`config.mk`:
```
export PLATFORM = sky130hd
export DESIGN_NAME = mlv_ctl
export DESIGN_NICKNAME = d
export VERILOG_FILES = /design/src/rtl/maglev_table_build_and_lookup_top_assert.svh /design/src/rtl/mlv_pkg.sv /design/src/rtl/mlv_ctl.sv
export SDC_FILE = /design/constraint.sdc
export NUM_CORES = 1
export LEC_CHECK = 0
export BUFFER_PORTS_ARGS = -buffer_cell sky130_fd_sc_hd__buf_2
export CAP_MARGIN = 25
export CORE_AREA = 4 4 41 43
export CTS_CLUSTER_DIAMETER = 50
export DETAILED_ROUTE_END_ITERATION = 10
export DIE_AREA = 0 0 45 47
export GPL_ROUTABILITY_DRIVEN = 1
export SLEW_MARGIN = 20
export SYNTH_ARGS = -nofsm -noshare
export SYNTH_HDL_FRONTEND = slang
export SYNTH_SLANG_ARGS = --single-unit
```
`constraint.sdc`:
```
create_clock -name clk -period 1.8 [get_ports clk]
set_clock_uncertainty 0.1 [all_clocks]
set_input_delay 0.36 -clock clk [delete_from_list [all_inputs] [get_ports clk]]
set_output_delay 0.36 -clock clk [all_outputs]
set_load 0.02 [all_outputs]
```
`src/rtl/maglev_table_build_and_lookup_top_assert.svh`:
```
// Assertion macros used by the Maglev table engine datapath.
`ifndef MAGLEV_TABLE_BUILD_AND_LOOKUP_TOP_ASSERT_SVH
`define MAGLEV_TABLE_BUILD_AND_LOOKUP_TOP_ASSERT_SVH

// Same-cycle implication, checked out of reset
`define MLV_ASSERT_IMP(lbl, ante, cons, msg) \
    lbl: assert property (@(posedge clk) disable iff (!rst_n) (ante) |-> (cons)) \
        else $error(msg);

// Next-cycle implication, checked out of reset
`define MLV_ASSERT_NXT(lbl, ante, cons, msg) \
    lbl: assert property (@(posedge clk) disable iff (!rst_n) (ante) |=> (cons)) \
        else $error(msg);

`endif

```
`src/rtl/mlv_pkg.sv`:
```
// Package: request/response types, mode codes and default sizes.
`default_nettype none
package mlv_pkg;

    localparam int RING_LEN_DEF  = 251;
    localparam int MAX_NODES_DEF = 16;
    localparam int POS_W         = 16;
    localparam int HASH_W        = 32;
    localparam int HASH_BYTES    = HASH_W / 8;

    localparam logic [1:0] MODE_LOAD   = 2'd0;
    localparam logic [1:0] MODE_BUILD  = 2'd1;
    localparam logic [1:0] MODE_LOOKUP = 2'd2;

    typedef struct packed {
        logic [1:0]        mode;
        logic [3:0]        node_slot;
        logic [POS_W-1:0]  node_position;
        logic [7:0]        perm_offset;
        logic [7:0]        perm_skip;
        logic [4:0]        up_count;
        logic [HASH_W-1:0] hash_key;
    } req_t;

    typedef struct packed {
        logic             hit;
        logic [POS_W-1:0] backend_position;
        logic             done_res;
    } rsp_t;

    // Controller to datapath
    typedef struct packed {
        logic accept;
        logic probe;
        logic mod_step;
        logic rd_issue;
        logic respond;
    } cmd_t;

    // Datapath to controller
    typedef struct packed {
        logic [1:0] in_mode;
        logic       n_zero;
        logic       build_stop;
        logic       mod_last;
        logic       out_free;
    } status_t;

endpackage
`default_nettype wire

```
`src/rtl/mlv_ctl.sv`:
```
// Controller: sequences load, build, lookup and response.
`default_nettype none
module mlv_ctl (
    input  wire logic            clk,
    input  wire logic            rst_n,
    input  wire logic            req_valid,
    output logic                 req_ready,
    input  wire mlv_pkg::status_t st,
    output mlv_pkg::cmd_t        cmd
);
    localparam logic [2:0] S_IDLE  = 3'd0;
    localparam logic [2:0] S_BUILD = 3'd1;
    localparam logic [2:0] S_MOD   = 3'd2;
    localparam logic [2:0] S_READ  = 3'd3;
    localparam logic [2:0] S_RESP  = 3'd4;

    logic [2:0] state_reg;
    logic [2:0] state_next;

    // Next state and commands
    always_comb
    begin
        state_next = state_reg;
        cmd        = '0;
        req_ready  = 1'b0;
        unique case (state_reg)
            S_IDLE:
            begin
                req_ready = 1'b1;
                if (req_valid)
                begin
                    cmd.accept = 1'b1;
                    if (st.in_mode == mlv_pkg::MODE_BUILD)
                    begin
                        state_next = st.n_zero ? S_RESP : S_BUILD;
                    end
                    else if (st.in_mode == mlv_pkg::MODE_LOOKUP)
                    begin
                        state_next = S_MOD;
                    end
                    else
                    begin
                        state_next = S_RESP;
                    end
                end
            end
            S_BUILD:
            begin
                cmd.probe = 1'b1;
                if (st.build_stop)
                begin
                    state_next = S_RESP;
                end
            end
            S_MOD:
            begin
                cmd.mod_step = 1'b1;
                if (st.mod_last)
                begin
                    state_next = S_READ;
                end
            end
            S_READ:
            begin
                cmd.rd_issue = 1'b1;
                state_next   = S_RESP;
            end
            S_RESP:
            begin
                cmd.respond = st.out_free;
                if (st.out_free)
                begin
                    state_next = S_IDLE;
                end
            end
            default:
            begin
                state_next = S_IDLE;
            end
        endcase
    end

    always_ff @(posedge clk or negedge rst_n)
    begin
        if (!rst_n)
        begin
            state_reg <= S_IDLE;
        end
        else
        begin
            state_reg <= state_next;
        end
    end
endmodule
`default_nettype wire

```
==> reports/metrics.cfg, run 1 <==
[timing]
rsz0062_at_grt=false
fin_crit_sh_pct=92.2
setup_violations=0
max_freq_mhz=603
timing.setup.tns_ns=0
slew_headroom_pct=84.5
whs_ns=0.276
slew_violations=0
period_minus_slack_ns=1.66
tightest_slew_ns=0.231
hold_viol_final=0

[cts]
htree_levels=1
cts.clk_slew.worst_paths_ns=0.03
cts_resized=0
cts_sinks=3
cts_tree=done
clk_latency_ns=0.23
postCtsHoldBufs=1
cts_made_buffers=3
cts-root-buf=clkbuf_4
clockBufferDepth=2
post_cts_buffers=0

[logic_synthesis]
synth_most_common_cell=nor2_1
synth_edf_count=0
synth.distinct_cells=18
ys_ff_latch=3
synth_xor_area_share_pct=0
synth.area.top_cells=dfrtp_1 (36%), nor2_1 (7.2%), o221ai_2 (7.2%)
async_reset_ff_share_pct=100
yosys_warnings=0
synthMuxAreaShare_pct=0
synth_flop_cell=dfrtp_1
synth_fa_ha_area_share_pct=0
synth_compound_area_share_pct=16.2
syn_inst=23
synth_area_um2=209
yosysTopAreaCell=dfrtp_1
ys_top_cells_by_count=nor2_1 (4), dfrtp_1 (3)
syn_nets=32
yosysSeqAreaShare_pct=35.9
synth_top_family_by_area=simple AND/OR/NAND/NOR gates
synth-simple-area-share_pct=43.7
synth_top_cell_area_share_pct=35.9
synth.avg_cell_area_um2=9.08

[critical_path]
r2r_end=state_reg[2]
cp_max_fo=6
rr_worst_depth=5
worstSetupStartpointType=register
slowest_delay_ns=0.42
arrival_ns=1.20
crit_family=flip-flops
slowest_stage=dfrtp_1
critPathCaptureType=primary output
timing.rr.start=state_reg[2]
criticalPathCategory=register to primary output
crit_path_start=state_reg[2]
path_cells=nor3_2 > nand2_2 > clkinv_2 > buf_2
critical_path_required_ns=1.34
crit_buf_inv=2
path_depth=4
critPathCapture=cmd[4]
rrSetupSlack_ns=0.68

[global_routing]
grt_pass1_wl_um=841
antenna_found_initial=0
globalRoute.totalOverflow=0
grt_pass1_vias=202
grt_usage_pct=5.93
grt_max_degree=7

[power_and_ir_drop]
power.share.sequential_pct=26.3
internal-power_w=0.000299
ir_drop_mv=0.581
power_switching_w=0.000256
power_density_nw_per_um2=1660
clockPowerShare_pct=20.4
leakage_nw=0.175
netSwitchingFraction_pct=46.1
combPwrFrac_pct=53.3

[route]
top_layer=met3
remaining_drc_errors=0
wl_um=527
wl_met2_um=214
avgRoutedWirePerCell_um=9.25
wl_met3_um=68
via_per_inst=3.95
wl_met1_um=244
first_iter_violations=0
ant_nets=0
vias=225
firstDrtPassIters=1

[final_layout]
synthToLayoutAreaGrowth_pct=59.9
final_nets=52
n_fill_cell=155
final_cells=57
drive_gt1_share_pct=57.1
antenna_cells=0
largest_register_ff_count=3

[place]
hpwl_um=477
place_congestion=0.669
placedCellCount=52
portBuffers=14

[floorplanning]
placementRows=13
ios=15
core_um2=1300
fp.dieH_um=47
die_w_um=45
fp.dieArea_um2=2120
initial_core_util_pct=16.1

[run]
maxCapViolCount=0

[min_path]
min_path_type=input pin to register

[run_status]
outcome=finished clean

==> through the flow <==
step                      area [µm²]  util, %  setup slack (ns)  total power [W]
final                            334     25.7             0.140         0.000555
after global routing             334     25.7            0.0355         0.000615
after CTS                        334     25.7             0.116         0.000569
after detailed placement         298     22.9             0.372         0.000446
after global placement           298     22.9             0.396         0.000445
after floorplan                  209        -             0.294         0.000354
==> worst min path at each step <==
stage,end,slack (ns),startpoint,cells after the start
floorplan,state_reg[0],-0.04,rst_n,0
global placement,state_reg[0],0.06,rst_n,1
detailed placement,state_reg[2],0.06,rst_n,1
CTS,state_reg[2],0.27,st[0],2
global route,state_reg[2],0.27,st[0],2
finish,state_reg[2],0.28,st[0],2
==> worst reg2reg max path, delay by kind of cell, from the launching register on <==
kind | cells | cell delay, ns
AO/OA/AOI/OAI | 1 | 0.06
buffers and inverters | 1 | 0.06
flip-flops | 1 | 0.42
AND/OR/NAND/NOR | 3 | 0.39
==> routing by layer <==
| layer | global-route usage, % | vias up |
|---|---|---|
| li1 | - | 120 |
| met1 | 7.76 | 94 |
| met2 | 6.21 | 11 |
| met3 | 4.98 | 0 |
| met4 | 3.51 | 0 |
| met5 | 0 | - |
==> kinds of logic after synthesis <==
group,count (synthesis)
flops,3
compound gates,4
simple gates,14
buf+inv,2
==> cell type report <==
class / instances / area, µm² / area share [%]
sequential: 3 / 75.1 / 22.5
multi-input combinational: 18 / 125 / 37.5
clock buffer: 4 / 26.3 / 7.87
tap: 15 / 18.8 / 5.62
inverter: 2 / 8.76 / 2.62
timing repair buffer: 15 / 80.1 / 24.0
==> cells in the final DEF (no fill, tap or decap), types with 3 or more instances in the layout <==
cell,instances
dfrtp_1,3
clkbuf_4,3
buf_2,14
nor2_1,4
==> power groups by stage <==
| stage | Clock [W] | Sequential [W] | Combinational [W] |
|---|---|---|---|
| final | 0.000113 | 0.000146 | 0.000296 |
| after global routing | 0.000132 | 0.000153 | 0.000331 |
| after CTS | 0.000121 | 0.000145 | 0.000303 |
| after detailed placement | 0 | 0.000146 | 0.000300 |
| after global placement | 0 | 0.000147 | 0.000299 |
| after floorplan | 0 | 0.000136 | 0.000217 |
No activity file was read; power rests on OpenSTA's default activity.
==> inputs of run 2 (changes only) <==
--- a/config.mk
+++ b/config.mk
@@ -7,10 +7,10 @@
 export LEC_CHECK = 0
 export BUFFER_PORTS_ARGS = -buffer_cell sky130_fd_sc_hd__buf_2
 export CAP_MARGIN = 25
-export CORE_AREA = 4 4 41 43
+export CORE_AREA = 2 2 39 41
 export CTS_CLUSTER_DIAMETER = 50
 export DETAILED_ROUTE_END_ITERATION = 10
-export DIE_AREA = 0 0 45 47
+export DIE_AREA = 0 0 41 43
 export GPL_ROUTABILITY_DRIVEN = 1
 export SLEW_MARGIN = 20
 export SYNTH_ARGS = -nofsm -noshare
==> run 2 against run 1 <==
Against the previous run:
- core utilization decreased by 1.4 points
- highest routed layer unchanged
- fmax decreased by 0.18%
- sequential share of layout area decreased by 0.084 points
==> reports/metrics.cfg, run 2 (synthesis gave the netlist of run 1 again) <==
[cts]
cts_made_buffers=3
cts.clk_slew.worst_paths_ns=0.04
cts_sinks=3
cts_resized=0
cts-root-buf=clkbuf_4
clk_latency_ns=0.23
cts_tree=done
clockBufferDepth=2
htree_levels=1
postCtsHoldBufs=1
post_cts_buffers=0

[final_layout]
drive_gt1_share_pct=57.1
synthToLayoutAreaGrowth_pct=60.5
largest_register_ff_count=3
layout_commonest_cell=buf_2
antenna_cells=0
final_nets=52
n_fill_cell=152
final_cells=58
final_cell_mix=buf_2 (14), nor2_1 (4), clkbuf_4 (3), dfrtp_1 (3)

[timing]
setup_slack_ns=0.137
timing.setup.tns_ns=0
tightest_slew_ns=0.251
hold_viol_final=0
period_minus_slack_ns=1.66
fin_crit_sh_pct=92.4
max_freq_mhz=601
slew_violations=0
setup_violations=0
slew_headroom_pct=83.1
rsz0062_at_grt=false

[power_and_ir_drop]
internal-power_w=0.000299
ir_drop_mv=0.470
power.share.sequential_pct=26.3
clockPowerShare_pct=20.7
leakage_nw=0.175
p_total_w=0.000561
power_density_nw_per_um2=1670
netSwitchingFraction_pct=46.6
power_switching_w=0.000261
combPwrFrac_pct=53.1

[global_routing]
grt_max_degree=7
antenna_found_initial=0
grt_usage_pct=7.45
grt_pass1_vias=199
grt_pass1_wl_um=779
globalRoute.totalOverflow=0

[critical_path]
rrSetupSlack_ns=0.67
criticalPathCategory=register to primary output
critical_path_required_ns=1.34
critPathCaptureType=primary output
timing.rr.start=state_reg[2]
arrival_ns=1.20
r2r_end=state_reg[2]
rr_worst_depth=5
cp_max_fo=6
worstSetupStartpointType=register

[route]
vias=227
avgRoutedWirePerCell_um=9.16
wl_um=531
remaining_drc_errors=0
via_per_inst=3.91
ant_nets=0
first_iter_violations=3
firstDrtPassIters=4

[min_path]
hold_depth=2
hold_end=state_reg[2]
hold_start=st[0]
min_path_type=input pin to register

[place]
hpwl_um=459
portBuffers=14
placedCellCount=53
place_congestion=0.677
post-place-ws_ns=0.385

[run_status]
outcome=finished clean

[floorplanning]
ios=15
die_w_um=41
placementRows=14
fp.dieArea_um2=1760
core_um2=1380
fp.dieH_um=43
initial_core_util_pct=15.1

[run]
maxCapViolCount=0

==> run 2: cell counts in the layout (fill, tap and decap cells not counted) <==
No cell type changed its count.
==> run 2: cell type report <==
class	instances	area [µm²]	share of cell area, %
multi-input cells	18	125	37.3
clock buffers	4	26.3	7.84
flip-flops and latches	3	75.1	22.4
inverters	2	8.76	2.61
repair buffers	15	80.1	23.9
well taps	16	20.0	5.97
==> run 2: worst max-delay path, stage by stage, from the launching register on <==
cell	delay, ns
dfrtp_1	0.42
nor3_2	0.23
nand2_2	0.10
clkinv_2	0.06
buf_2	0.15
==> run 2: power groups by stage <==
stage	clock network, W	registers, W	logic (W)
floorplan	0	0.000136	0.000217
global placement	0	0.000146	0.000298
detailed placement	0	0.000147	0.000301
CTS	0.000122	0.000147	0.000304
global route	0.000129	0.000151	0.000331
finish	0.000116	0.000147	0.000298
==> run 2: routing by layer <==
layer  global-route usage [%]  vias up  wire, µm
li1                         -      119         -
met1                     7.47       97       220
met2                     9.06       11       244
met3                     5.24        0        66
met4                     8.00        0         0
met5                        0        -         0
==> run 2: worst max-delay path by stage <==
stage	startpoint	endpoint	slack, ns	cells past startpoint
6_report	state_reg[2]	cmd[4]	0.14	4
5_1_grt	state_reg[2]	cmd[4]	0.04	4
4_1_cts	state_reg[2]	cmd[4]	0.12	4
3_5_place_dp	state_reg[1]	cmd[2]	0.38	3
3_3_place_gp	state_reg[1]	cmd[2]	0.40	3
2_1_floorplan	state_reg[2]	cmd[4]	0.29	3
==> run 2: through the flow <==
stage / hold slack [ns] / instance area (µm²) / util [%]
floorplan: -0.0356 / 209 / -
global placement: 0.0561 / 299 / 21.6
detailed placement: 0.0564 / 299 / 21.6
CTS: 0.268 / 335 / 24.2
global route: 0.268 / 335 / 24.2
finish: 0.274 / 335 / 24.2
